## config.mk

```make
export PLATFORM = sky130hd
export DESIGN_NAME = gate_slot_frame_selector_unit_flat
export DESIGN_NICKNAME = d
export VERILOG_FILES = /design/src/sv/gsfs_pkg.sv /design/src/sv/gsfs_if.sv /design/src/sv/gsfs_cell.sv /design/src/sv/gsfs_queue.sv /design/src/sv/gate_slot_frame_selector_unit.sv /design/src/flat_wrapper.sv
export SDC_FILE = /design/constraint.sdc
export NUM_CORES = 2
export LEC_CHECK = 0
export ABC_AREA = 1
export BUFFER_PORTS_ARGS = -buffer_cell sky130_fd_sc_hd__buf_2
export CORE_MARGIN = 1.5
export CORE_UTILIZATION = 56
export DETAILED_ROUTE_END_ITERATION = 6
export PLACE_DENSITY = 0.72
export SYNTH_ARGS = -nofsm -noshare
export SYNTH_HDL_FRONTEND = slang
export SYNTH_SLANG_ARGS = --single-unit
```

## constraint.sdc

```tcl
create_clock -name clk -period 9.92 [get_ports clk]
set_input_delay 0.496 -clock clk [delete_from_list [all_inputs] [get_ports clk]]
set_output_delay 0.496 -clock clk [all_outputs]
set_load 0.03 [all_outputs]
```

## src/sv/gsfs_pkg.sv

```systemverilog
// ----------------------------------------------------------------------------
// gsfs_pkg
// shared types, codes and sizes of the gate slot frame selector
// ----------------------------------------------------------------------------
`default_nettype none
package gsfs_pkg;

	localparam int QUEUE_DEPTH = 32;
	localparam int GATE_SLOTS  = 16;
	localparam int QIDX_W      = $clog2(QUEUE_DEPTH);
	localparam int CNT_W       = $clog2(QUEUE_DEPTH + 1);

	localparam logic [1:0] MODE_ENQ = 2'd0;
	localparam logic [1:0] MODE_WR  = 2'd1;
	localparam logic [1:0] MODE_DEQ = 2'd2;

	localparam logic [1:0] ST_OK   = 2'd0;
	localparam logic [1:0] ST_FULL = 2'd1;
	localparam logic [1:0] ST_SENT = 2'd2;
	localparam logic [1:0] ST_NONE = 2'd3;

	typedef struct packed {
		logic [15:0] flow;
		logic [7:0]  phase;
		logic [15:0] tag;
	} desc_t;

	typedef struct packed {
		logic [15:0] flow;
		logic [7:0]  phase;
	} slot_t;

	typedef struct packed {
		logic              shift;
		logic              load;
		logic [QIDX_W-1:0] load_idx;
		desc_t             load_d;
	} qctrl_t;

	typedef enum logic {
		S_IDLE,
		S_SCAN
	} state_t;

endpackage
`default_nettype wire

```

## src/sv/gsfs_if.sv

```systemverilog
// ----------------------------------------------------------------------------
// gsfs request and response channels
// valid/ready handshake carrying one item
// ----------------------------------------------------------------------------
`default_nettype none
interface gsfs_req_if;
	logic        valid;
	logic        ready;
	logic [1:0]  mode;
	logic [15:0] flow_id;
	logic [7:0]  phase;
	logic [15:0] frame_tag;
	logic [3:0]  slot_index;

	modport source (output valid, mode, flow_id, phase, frame_tag, slot_index, input ready);
	modport sink   (input valid, mode, flow_id, phase, frame_tag, slot_index, output ready);
endinterface

interface gsfs_rsp_if;
	logic        valid;
	logic        ready;
	logic [1:0]  status;
	logic [15:0] sent_flow_id;
	logic [7:0]  sent_phase;
	logic [15:0] sent_tag;
	logic [5:0]  late_dropped;
	logic [5:0]  queue_level;

	modport source (output valid, status, sent_flow_id, sent_phase, sent_tag, late_dropped,
		queue_level, input ready);
	modport sink   (input valid, status, sent_flow_id, sent_phase, sent_tag, late_dropped,
		queue_level, output ready);
endinterface
`default_nettype wire

```

## src/sv/gsfs_cell.sv

```systemverilog
// ----------------------------------------------------------------------------
// gsfs_cell
// one descriptor cell: shifts from its right neighbor or loads a new entry
// ----------------------------------------------------------------------------
`default_nettype none
module gsfs_cell (
	input  wire logic          clk,
	input  wire logic          shift,
	input  wire logic          load,
	input  wire gsfs_pkg::desc_t load_d,
	input  wire gsfs_pkg::desc_t right_d,
	output gsfs_pkg::desc_t    d_q
);
	import gsfs_pkg::*;

	always_ff @(posedge clk) begin
		if (load) begin
			d_q <= load_d;
		end else if (shift) begin
			d_q <= right_d;
		end
	end

endmodule
`default_nettype wire

```

## src/sv/gsfs_queue.sv

```systemverilog
// ----------------------------------------------------------------------------
// gsfs_queue
// row of descriptor cells, head at cell zero, shifting toward the head
// ----------------------------------------------------------------------------
`default_nettype none
module gsfs_queue (
	input  wire logic           clk,
	input  wire gsfs_pkg::qctrl_t ctrl,
	output gsfs_pkg::desc_t     head
);
	import gsfs_pkg::*;

	desc_t cell_d [QUEUE_DEPTH];

	for (genvar i = 0; i < QUEUE_DEPTH; i++) begin : g_cell
		desc_t right;
		if (i == QUEUE_DEPTH - 1) begin : g_last
			assign right = '0;
		end else begin : g_mid
			assign right = cell_d[i+1];
		end
		gsfs_cell u_cell (
			.clk     (clk),
			.shift   (ctrl.shift),
			.load    (ctrl.load && (ctrl.load_idx == QIDX_W'(i))),
			.load_d  (ctrl.load_d),
			.right_d (right),
			.d_q     (cell_d[i])
		);
	end

	assign head = cell_d[0];

endmodule
`default_nettype wire

```

## src/sv/gate_slot_frame_selector_unit.sv

```systemverilog
// ----------------------------------------------------------------------------
// gate_slot_frame_selector_unit
// gate control list driven selection of queued frame descriptors
// ----------------------------------------------------------------------------
// usage
//   req carries one item: enqueue a descriptor, write a gate list slot, or
//   ask for a dequeue at the current gate slot. rsp returns one item per req
//   item, in order, from an output register.
//   enqueue and slot write answer in the cycle after acceptance.
//   a dequeue rotates the whole descriptor row once through its head cell,
//   one descriptor per cycle; an empty queue is answered without a scan.
//   a full queue holds 32. early entries and all entries after the match
//   go back to the tail, the sent one and late ones before the match are
//   dropped, so order is kept. the late check compares the head against
//   all gate slots at once. one item is in flight at a time; req.ready is
//   low during a dequeue scan and while a result waits in the output
//   register and is not taken. a stalled receiver holds rsp; nothing is lost.
//   reset empties the queue (level zero); gate slots hold garbage until
//   written and need no clearing pass.
// ----------------------------------------------------------------------------
`default_nettype none
module gate_slot_frame_selector_unit (
	input  wire logic clk,
	input  wire logic arst_n,
	gsfs_req_if.sink  req,
	gsfs_rsp_if.source rsp
);
	import gsfs_pkg::*;

	state_t state_q, state_d;

	logic [CNT_W-1:0]  count_q;     // descriptors held
	logic [CNT_W-1:0]  left_q;      // descriptors still to visit in the scan
	logic              matched_q;
	logic [5:0]        late_q;
	slot_t             cur_q;       // gate slot being served
	logic [GATE_SLOTS-1:0] late_mask_q; // slots before the current one
	slot_t             gate_q [GATE_SLOTS];
	desc_t             sent_q;

	logic              out_v_q;
	logic [1:0]        st_q;
	desc_t             o_sent_q;
	logic [5:0]        o_late_q;
	logic [5:0]        o_level_q;

	qctrl_t            qctrl;
	desc_t             head;
	logic              acc;
	logic              is_match, is_late, keep, scan_done;
	logic [GATE_SLOTS-1:0] hit;
	logic              slot_ok;

	gsfs_queue u_queue (
		.clk  (clk),
		.ctrl (qctrl),
		.head (head)
	);

	assign req.ready = (state_q == S_IDLE) && (!out_v_q || rsp.ready);
	assign acc       = req.valid && req.ready;
	assign slot_ok   = 32'(req.slot_index) < GATE_SLOTS;

	// head against every gate slot in parallel
	always_comb begin
		for (int i = 0; i < GATE_SLOTS; i++) begin
			hit[i] = (gate_q[i].flow == head.flow) && (gate_q[i].phase == head.phase);
		end
	end

	assign is_match  = !matched_q && (head.flow == cur_q.flow) && (head.phase == cur_q.phase);
	assign is_late   = !matched_q && !is_match && |(hit & late_mask_q);
	assign keep      = !(is_match || is_late);
	assign scan_done = (state_q == S_SCAN) && (left_q == CNT_W'(1));

	// next state
	always_comb begin
		state_d = state_q;
		case (state_q)
			S_IDLE: begin
				if (acc && req.mode == MODE_DEQ && slot_ok && count_q != '0) begin
					state_d = S_SCAN;
				end
			end
			S_SCAN: begin
				if (scan_done) begin
					state_d = S_IDLE;
				end
			end
			default: state_d = S_IDLE;
		endcase
	end

	// queue control
	always_comb begin
		qctrl = '0;
		case (state_q)
			S_IDLE: begin
				qctrl.load_idx = count_q[QIDX_W-1:0];
				qctrl.load_d   = '{flow: req.flow_id, phase: req.phase, tag: req.frame_tag};
				qctrl.load     = acc && req.mode == MODE_ENQ && count_q != CNT_W'(QUEUE_DEPTH);
			end
			S_SCAN: begin
				// pop head, kept entries return at the tail
				qctrl.shift    = 1'b1;
				qctrl.load     = keep;
				qctrl.load_idx = QIDX_W'(count_q - CNT_W'(1));
				qctrl.load_d   = head;
			end
			default: qctrl = '0;
		endcase
	end

	always_ff @(posedge clk) begin
		if (acc && req.mode == MODE_WR && slot_ok) begin
			gate_q[req.slot_index] <= '{flow: req.flow_id, phase: req.phase};
		end
		if (acc && req.mode == MODE_DEQ) begin
			cur_q <= gate_q[req.slot_index];
			for (int i = 0; i < GATE_SLOTS; i++) begin
				late_mask_q[i] <= 32'(i) < 32'(req.slot_index);
			end
		end
		if (state_q == S_SCAN && is_match) begin
			sent_q <= head;
		end
	end

	always_ff @(posedge clk or negedge arst_n) begin
		if (!arst_n) begin
			state_q   <= S_IDLE;
			count_q   <= '0;
			left_q    <= '0;
			matched_q <= 1'b0;
			late_q    <= '0;
			out_v_q   <= 1'b0;
			st_q      <= ST_OK;
			o_sent_q  <= '0;
			o_late_q  <= '0;
			o_level_q <= '0;
		end else begin
			state_q <= state_d;
			if (out_v_q && rsp.ready) begin
				out_v_q <= 1'b0;
			end
			if (acc) begin
				case (req.mode)
					MODE_ENQ: begin
						out_v_q  <= 1'b1;
						o_sent_q <= '0;
						o_late_q <= '0;
						if (count_q == CNT_W'(QUEUE_DEPTH)) begin
							st_q      <= ST_FULL;
							o_level_q <= 6'(count_q);
						end else begin
							st_q      <= ST_OK;
							count_q   <= count_q + CNT_W'(1);
							o_level_q <= 6'(count_q + CNT_W'(1));
						end
					end
					MODE_WR: begin
						out_v_q   <= 1'b1;
						st_q      <= ST_OK;
						o_sent_q  <= '0;
						o_late_q  <= '0;
						o_level_q <= 6'(count_q);
					end
					MODE_DEQ: begin
						left_q    <= count_q;
						matched_q <= 1'b0;
						late_q    <= '0;
						if (!slot_ok || count_q == '0) begin
							out_v_q   <= 1'b1;
							st_q      <= ST_NONE;
							o_sent_q  <= '0;
							o_late_q  <= '0;
							o_level_q <= 6'(count_q);
						end
					end
					default: begin
						out_v_q   <= 1'b1;
						st_q      <= ST_NONE;
						o_sent_q  <= '0;
						o_late_q  <= '0;
						o_level_q <= 6'(count_q);
					end
				endcase
			end
			if (state_q == S_SCAN) begin
				left_q <= left_q - CNT_W'(1);
				if (!keep) begin
					count_q <= count_q - CNT_W'(1);
				end
				if (is_match) begin
					matched_q <= 1'b1;
				end
				if (is_late) begin
					late_q <= late_q + 6'd1;
				end
				if (scan_done) begin
					out_v_q   <= 1'b1;
					st_q      <= (matched_q || is_match) ? ST_SENT : ST_NONE;
					o_sent_q  <= is_match ? head : (matched_q ? sent_q : '0);
					o_late_q  <= is_late ? late_q + 6'd1 : late_q;
					o_level_q <= keep ? 6'(count_q) : 6'(count_q - CNT_W'(1));
				end
			end
		end
	end

	assign rsp.valid        = out_v_q;
	assign rsp.status       = st_q;
	assign rsp.sent_flow_id = o_sent_q.flow;
	assign rsp.sent_phase   = o_sent_q.phase;
	assign rsp.sent_tag     = o_sent_q.tag;
	assign rsp.late_dropped = o_late_q;
	assign rsp.queue_level  = o_level_q;

	// queue never overfills
	a_count_max: assert property (@(posedge clk) disable iff (!arst_n)
		count_q <= CNT_W'(QUEUE_DEPTH))
		else $error("queue level beyond depth");

	// no new item during a scan
	a_busy: assert property (@(posedge clk) disable iff (!arst_n)
		state_q == S_SCAN |-> !req.ready)
		else $error("item taken during scan");

	// scan visits only held descriptors
	a_left: assert property (@(posedge clk) disable iff (!arst_n)
		state_q == S_SCAN |-> (left_q != '0) && (left_q <= count_q))
		else $error("scan counter out of range");

	// no second match and no late drop after a match
	a_one_match: assert property (@(posedge clk) disable iff (!arst_n)
		state_q == S_SCAN && matched_q |-> !is_match && !is_late)
		else $error("second removal after match");

endmodule
`default_nettype wire
```

## src/flat_wrapper.sv

```systemverilog
// flat-port wrapper written by rule: the top's interface ports become plain ports
module gate_slot_frame_selector_unit_flat import gsfs_pkg::*;
  (clk, arst_n, req_valid, req_mode, req_flow_id, req_phase, req_frame_tag, req_slot_index, req_ready, rsp_valid, rsp_status, rsp_sent_flow_id, rsp_sent_phase, rsp_sent_tag, rsp_late_dropped, rsp_queue_level, rsp_ready);
  gsfs_req_if req_i ();
  gsfs_rsp_if rsp_i ();
  input  wire logic clk;
  input  wire logic arst_n;
  input wire logic [$bits(req_i.valid)-1:0] req_valid;
  input wire logic [$bits(req_i.mode)-1:0] req_mode;
  input wire logic [$bits(req_i.flow_id)-1:0] req_flow_id;
  input wire logic [$bits(req_i.phase)-1:0] req_phase;
  input wire logic [$bits(req_i.frame_tag)-1:0] req_frame_tag;
  input wire logic [$bits(req_i.slot_index)-1:0] req_slot_index;
  output wire logic [$bits(req_i.ready)-1:0] req_ready;
  output wire logic [$bits(rsp_i.valid)-1:0] rsp_valid;
  output wire logic [$bits(rsp_i.status)-1:0] rsp_status;
  output wire logic [$bits(rsp_i.sent_flow_id)-1:0] rsp_sent_flow_id;
  output wire logic [$bits(rsp_i.sent_phase)-1:0] rsp_sent_phase;
  output wire logic [$bits(rsp_i.sent_tag)-1:0] rsp_sent_tag;
  output wire logic [$bits(rsp_i.late_dropped)-1:0] rsp_late_dropped;
  output wire logic [$bits(rsp_i.queue_level)-1:0] rsp_queue_level;
  input wire logic [$bits(rsp_i.ready)-1:0] rsp_ready;
  assign req_i.valid = req_valid;
  assign req_i.mode = req_mode;
  assign req_i.flow_id = req_flow_id;
  assign req_i.phase = req_phase;
  assign req_i.frame_tag = req_frame_tag;
  assign req_i.slot_index = req_slot_index;
  assign req_ready = req_i.ready;
  assign rsp_valid = rsp_i.valid;
  assign rsp_status = rsp_i.status;
  assign rsp_sent_flow_id = rsp_i.sent_flow_id;
  assign rsp_sent_phase = rsp_i.sent_phase;
  assign rsp_sent_tag = rsp_i.sent_tag;
  assign rsp_late_dropped = rsp_i.late_dropped;
  assign rsp_queue_level = rsp_i.queue_level;
  assign rsp_i.ready = rsp_ready;
  gate_slot_frame_selector_unit u_core (.clk(clk), .arst_n(arst_n), .req(req_i), .rsp(rsp_i));
endmodule
```

# Word-level counts from Yosys, hierarchy flattened
# Memory sizes are Yosys's and may differ from the RTL's. A register that Yosys moved wholly into a read port is not among the register bits.
# Index checks and enable logic that the tools add are counted.
totals:
  reg_bits: 1410
  mem_bits_rw: 384
  output_inout_bits: 56
  elab_cells: 432
  memories: 1
op_classes:
  n_addsub: 4
  magnitude_cmp: 15
  n_eq_ne: 70
  mux: 119
  bitwise_logic: 2
  reduce_logical: 109
memory_table:
  columns: ["memory", "depth", "width", "rd", "rd_clocked_by_memory_dff", "wr", "line", "source"]
  rows:
  - ["u_core.gate_q", 16, 24, 17, 1, 1, "gate_slot_frame_selector_unit.sv:38", "slot_t gate_q [GATE_SLOTS];"]
ops:
  columns: ["op", "n"]
  rows:
  - ["$mux 40", 71]
  - ["$eq 16x16->1", 17]
  - ["$mux 6", 23]
  - ["$eq 8x8->1", 17]
  - ["$pmux 46 s2", 1]
  - ["$eq 5x5->1 const B", 16]
  - ["$reduce_bool 2->1", 34]
  - ["$logic_and 1x1->1", 62]
  - ["$eq 5x4->1 const B", 8]
  - ["$lt 4x4->1 const A", 7]
  - ["$eq 5x3->1 const B", 4]
  - ["$mux 1", 17]
  - ["$and 16x15->16", 1]
  - ["$lt 3x4->1 const A", 4]
  - ["$reduce_or 16->1", 1]
  - ["$add 6x1->6 const B", 2]
  - ["$pmux 6 s2", 1]
  - ["$sub 6x1->6 const B", 2]
  - ["$eq 5x2->1 const B", 2]
  - ["$lt 1x4->1 const A", 2]
  - ["$lt 2x4->1 const A", 2]
  - ["$mux 2", 4]
  - ["$eq 6x1->1 const B", 1]
  - ["$eq 6x6->1 const B", 1]
  - ["other kinds (14)", 19]

# Depth between registers and ports, before layout
depth:
  ltp_word: 12
  mapped_depth: 21
  ltp_nobuf: 19

# Cells and area by module
# A second synthesis with hierarchy kept.
unflattened:
  cells_unflattened: 8447
  hier_area_um2: 85274.3
by_module_without_submodules:
  columns: ["module", "n_inst", "cells_per_inst", "area_per_inst_um2", "seq_area_each_um2"]
  rows:
  - ["gsfs_cell", 32, 171, 1811.7, 1201.2]
  - ["gate_slot_frame_selector_unit", 1, 2907, 27028.4, 15780.1]
  - ["gsfs_queue", 1, 68, 270.3, 0.0]

# Worst setup path before layout
# No wires, ideal clock.
synth_timing:
  path_kind: "register to register"
  from: "register u_core.out_v_q (netlist: u_core.rsp.valid)"
  to: "register u_core.u_queue.g_cell[27].u_cell.d_q[0] (netlist name), enable pin"
  setup_ns: 0.398
  arrival_ns: 3.559
  slack_ns: 5.963
  path_stages_with_launch: 14
  cell_sequence: "dfrtp_1 inv_1 nor2_1 nor2_1 nand2_1 nor2_1 inv_1 nor2_1 inv_1 nand2_1 buf_2 nand4_1 buf_2 nand2_1"
synth_via:
  elab_chain_len: 9
synth_rtl:
  columns: ["element", "line", "source"]
  rows:
  - ["start, declared", "gate_slot_frame_selector_unit.sv:41", "logic out_v_q;"]
  - ["start signal, assigned", "gate_slot_frame_selector_unit.sv:136", "out_v_q <= 1'b0;"]
  - ["start signal, assigned", "gate_slot_frame_selector_unit.sv:144", "out_v_q <= 1'b0;"]
  - ["start signal, assigned", "gate_slot_frame_selector_unit.sv:149", "out_v_q <= 1'b1;"]
  - ["$logic_not 1->1", "gate_slot_frame_selector_unit.sv:60", "assign req.ready = (state_q == S_IDLE) && (!out_v_q || rsp.ready);"]
  - ["$logic_or 1x1->1", "gate_slot_frame_selector_unit.sv:60", null]
  - ["$logic_and 1x1->1", "gate_slot_frame_selector_unit.sv:60", null]
  - ["net req_ready", "flat_wrapper.sv:14", "output wire logic [$bits(req_i.ready)-1:0] req_ready;"]
  - ["$logic_and 1x1->1", "gate_slot_frame_selector_unit.sv:61", "assign acc = req.valid && req.ready;"]
  - ["$logic_and 1x1->1 (2 in a row)", "gate_slot_frame_selector_unit.sv:101", "qctrl.load = acc && req.mode == MODE_ENQ && count_q != CNT_W'(QUEUE_DEPTH);"]
  - ["$pmux 46 s2", "gate_slot_frame_selector_unit.sv:97", "case (state_q)"]
  - ["$logic_and 1x1->1", "gsfs_queue.sv:25", ".load (ctrl.load && (ctrl.load_idx == QIDX_W'(i))),"]
  - ["$reduce_bool 2->1 (no line)", null, null]
  - ["end signal, assigned", "gsfs_cell.sv:18", "d_q <= load_d;"]
  - ["end signal, assigned", "gsfs_cell.sv:20", "d_q <= right_d;"]
  - ["end, declared", "gsfs_cell.sv:12", "output gsfs_pkg::desc_t d_q"]
# The timed path passes the listed nets, and every way through them passes these cells.
# A chain may end at the register's enable or synchronous reset.

# Final worst setup path
layout_timing:
  from: "register u_core.u_queue.g_cell[0].u_cell.d_q[32] (netlist name)"
  to: "register u_core.u_queue.g_cell[31].u_cell.d_q[34] (netlist name), enable pin"
layout_via:
  elab_chain_len: 11
layout_rtl:
  columns: ["element", "line", "source"]
  rows:
  - ["start, declared", "gsfs_cell.sv:12", null]
  - ["start signal, assigned", "gsfs_cell.sv:18", null]
  - ["start signal, assigned", "gsfs_cell.sv:20", null]
  - ["parallel branches: the longest is 6 deep, another holds $eq 16x16->1", null, null]
  - ["$logic_or 1x1->1 *", "gate_slot_frame_selector_unit.sv:73", "assign keep = !(is_match || is_late);"]
  - ["$logic_not 1->1 *", "gate_slot_frame_selector_unit.sv:73", null]
  - ["$pmux 46 s2 *", "gate_slot_frame_selector_unit.sv:97", null]
  - ["$logic_and 1x1->1 *", "gsfs_queue.sv:25", null]
  - ["$reduce_bool 2->1 (no line) *", null, null]
  - ["end signal, assigned", "gsfs_cell.sv:18", null]
  - ["end signal, assigned", "gsfs_cell.sv:20", null]
  - ["end, declared", "gsfs_cell.sv:12", null]
# Every way passes the cells marked *.

==> run summary <==
### Outcome
- complete, no violations — status

### Logic synthesis
- 1743 — number of enable flip-flop cells after synthesis
- 8576 — Post-Syn Nets
- 82600 um2 — post-synthesis instance area
- 1818 — flip-flop and latch count after synthesis
- 4574 x sky130_fd_sc_hd__nand2_1, 1743 x sky130_fd_sc_hd__edfxtp_1, 329 x sky130_fd_sc_hd__inv_1 — most frequent cells after synthesis
- 65.6% — part of the Yosys area used for sequential elements
- 63.4% — area share of the largest cell type after synthesis
- sky130_fd_sc_hd__edfxtp_1 — leading area contributor after synthesis
- 9.69 um2 — Post-Syn Area per Cell
- sky130_fd_sc_hd__edfxtp_1 — Main synth FF type
- 0 — Syn. warnings
- 47 — Cell variety after synth
- 8521 — number of cells produced by synthesis
- 4.13% — FFs w/ async S/R, synth
- sky130_fd_sc_hd__nand2_1 — most common cell in the synthesized netlist
- sky130_fd_sc_hd__edfxtp_1 63%, sky130_fd_sc_hd__nand2_1 21%, sky130_fd_sc_hd__dfrtp_1 2.3% — cell types with the largest area share after synthesis

### Placed design
- 10.1k — DP Cell Count
- 170000 um — Detail Placement HPWL
- 4.03 ns — worst-case setup slack after placement
- 105 — number of port buffers
- 1.03 — weighted congestion reported at the end of routability-driven placement

### Setup path
- 41 — top fanout value on the critical path
- flip-flop — crit end category
- flip-flop — type of origin of the critical path
- 10.35 ns — required time at the endpoint of the critical path
- reg -> reg — classification of the worst setup path
- 6.61 ns — data arrival at the endpoint of the critical path

### Routing
- 9469 — DRC violation total after the first TritonRoute iteration
- 5.98 — Via density
- 62.7k — routed vias
- 6 — number of iterations in the first detailed-routing pass
- 25.6 um — wire per inst
- 0 — drc violations
- 0 — antenna viol nets, final
- 269000 um — routed wire length

### Cells and area
- 8470 — layout net count
- 54200 um2 — Sequential cell area
- 9.32% — Area growth syn-to-layout
- 10.5k — number of non-filler instances in the completed layout
- 0 — antenna diode count
- 24700 um2 — footprint of the multi-input gates
- 11.8k — FILL cells
- 7.60% — proportion of layout cells with a drive suffix above 1
- 61.8% — fin util

### Timing
- 62.3% — final cycle utilization of the critical path
- 1.40 ns — slew at the pin closest to its max-slew limit
- 0 — total setup violations reported at the end of the flow
- 0 — pins over their slew limit
- 0 — total count of hold-check failures in the final report
- 6.11% — worst relative slew slack
- 3.74 ns — setup slack after layout
- false — RSZ-0062 raised after global routing
- 0 ns — setup TNS
- 0.0550 ns — Clock Skews
- 0.0508 ns — worst hold margin
- 162 MHz — f_max
- 6.18 ns — final worst path period need

### Global routing
- 8 — initial antenna violation count
- 0 — total congestion overflow
- 59.0k — number of global-route vias before repair
- 392000 um — global-route wire length before repair
- 97 — largest net degree at the start of global routing
- 35.5% — total track usage

### Power and ir drop
- 38.1 nW — Leakage Power
- 44.5% — Reg power frac
- 352 nW/um2 — P per Cell Area
- 0.0194 W — Internal
- 22.3% — clock share of power
- 262 uV — worst ir drop on vdd
- 33.3% — combinational group share of total power
- 0.0124 W — power spent charging and discharging nets
- 39.0% — switching power share of the total

### Clock network
- 0.86 ns — insertion delay to the later sink of the worst-skew pair
- 4 — number of H-tree levels
- done — clock tree from TritonCTS
- 1818 — clock sink count
- 187 — Num CTS Buffers
- 3 — maximum buffer depth of the clock tree
- 0 — post-CTS setup repair buffer count
- sky130_fd_sc_hd__clkbuf_16 — clock root buffer
- 0.06 ns — Clk pin slew, worst setup/hold paths

### Floorplanning
- 387 um — height of the die
- 387 um — die width
- 56.5% — effective utilization at floorplan
- 146000 um2 — Core Area
- 106 — top-level port count
- 140 — number of core rows
- 150000 um2 — Total Die Area

### Min path
- in -> reg — Worst Hold Class

### Flow run
- 0 — number of max-capacitance violations reported

kinds of logic (layout without fill, tap and decap cells):
kind of cell | after synthesis | in the layout | share of synthesized area (%)
compound gates | 541 | 541 | 4.19
buf+inv | 895 | 941 | 4.57
xor+xnor | 117 | 117 | 1.24
simple gates | 5145 | 5145 | 24.3
flops | 1818 | 1818 | 65.6
fa+ha+maj | 5 | 5 | 0.0757
cell type report:
class                           instances  share of cell area (%)
Timing Repair Buffer                  248                    1.78
Clock buffer                          232                    5.45
Tap cell                             1917                    2.66
Clock inverter                        109                    1.26
Inverter                              352                    1.47
Multi-Input combinational cell       5808                    27.3
Sequential cell                      1818                    60.0
sequential cells by signal, summed over array words and instances, names as in the netlist, 8 cells and up:
| register | count |
|---|---|
| u_core.sent_q | 40 |
| u_core.u_queue.g_cell.u_cell.d_q | 1280 |
| u_core.cur_q | 24 |
| u_core.rsp.sent_flow_id | 16 |
| u_core.late_mask_q | 15 |
| u_core.rsp.sent_phase | 8 |
| u_core.gate_q | 384 |
| u_core.rsp.sent_tag | 16 |
what timing repair did:
item	in CTS	in global routing
hold endpoints to repair	77	0
gates resized for setup	0	0
hold buffers	3	0
layout by cell type (no fill, tap or decap), drive strengths merged, types with 2 or more instances in the layout:
cell,count
nand2,4576
edfxtp,1743
nor2,354
inv,354
buf,245
clkbuf,232
a22oi,203
o21ai,199
nand3,93
clkinv,88
xnor2,86
nand4,78
dfrtp,75
a21oi,64
o221ai,34
xor2,31
or2,26
bufinv,17
o211ai,16
a21boi,7
nor3,7
or4,6
a2111o,5
ha,5
o22ai,4
a31oi,4
nor4,3
dlygate4sd3,3
clkinvlp,2
power by group through the flow:
stage,clock network (W),logic (W),registers (W)
2_1_floorplan,0,0.00626,0.0139
3_3_place_gp,0,0.0100,0.0142
3_5_place_dp,0,0.0102,0.0142
4_1_cts,0.00708,0.0103,0.0141
5_1_grt,0.00737,0.0113,0.0143
6_report,0.00707,0.0106,0.0141
critical path, stage by stage, from the launching register on:
cell and delay [ns]:
sky130_fd_sc_hd__edfxtp_1 0.88, sky130_fd_sc_hd__inv_1 0.13, sky130_fd_sc_hd__buf_4 0.27, sky130_fd_sc_hd__o21ai_0 0.66
sky130_fd_sc_hd__nor2_1 0.13, sky130_fd_sc_hd__nand2_1 0.09, sky130_fd_sc_hd__nor2_1 0.07, sky130_fd_sc_hd__nand2_1 0.11
sky130_fd_sc_hd__nor2_1 0.06, sky130_fd_sc_hd__nor2_1 0.12, sky130_fd_sc_hd__nand2_1 0.06, sky130_fd_sc_hd__nor2_1 0.22
sky130_fd_sc_hd__nand2_2 0.14, sky130_fd_sc_hd__nand3_2 0.08, sky130_fd_sc_hd__buf_4 0.46, sky130_fd_sc_hd__nand2_1 0.20
sky130_fd_sc_hd__inv_2 0.24, sky130_fd_sc_hd__nand3_2 0.71, sky130_fd_sc_hd__nand2_2 1.08
metrics by stage:
stage | total power [W] | cell area (um2)
final | 0.0318 | 90300
after CTS | 0.0315 | 90300
after global placement | 0.0242 | 84200
after floorplan | 0.0202 | 82600
after global routing | 0.0331 | 90300
after detailed placement | 0.0244 | 84200
metal layers:
| layer | routed length [um] | vias to the layer above | global-route usage [%] |
|---|---|---|---|
| met5 | 26 | - | 0 |
| met3 | 41500 | 513 | 12.7 |
| met2 | 113000 | 4427 | 50.1 |
| li1 | - | 27600 | - |
| met4 | 7900 | 4 | 10.7 |
| met1 | 106000 | 30100 | 51.7 |
worst paths after layout:
check                      slack, ns  cells after the start                                                endpoint                                               start
setup reg to reg                3.74                     18  u_core.u_queue.g_cell[31].u_cell.d_q[34]$_SDFFCE_PN0P_   u_core.u_queue.g_cell[0].u_cell.d_q[32]$_DFFE_PP_
hold / removal                  0.05                      1                           u_core.gate_q[8][8]$_DFFE_PP_                                      req_flow_id[0]
setup / recovery                3.74                     18  u_core.u_queue.g_cell[31].u_cell.d_q[34]$_SDFFCE_PN0P_   u_core.u_queue.g_cell[0].u_cell.d_q[32]$_DFFE_PP_
max in group asynchronous       8.88                      2                                u_core.state_q$_DFF_PN0_                                              arst_n
hold reg to reg                 0.48                      2      u_core.u_queue.g_cell[27].u_cell.d_q[28]$_DFFE_PP_  u_core.u_queue.g_cell[28].u_cell.d_q[28]$_DFFE_PP_
min in group asynchronous       0.33                      2                    u_core.rsp.sent_flow_id[8]$_DFF_PN0_                                              arst_n
Note: power is estimated with default switching activity, not from simulation.
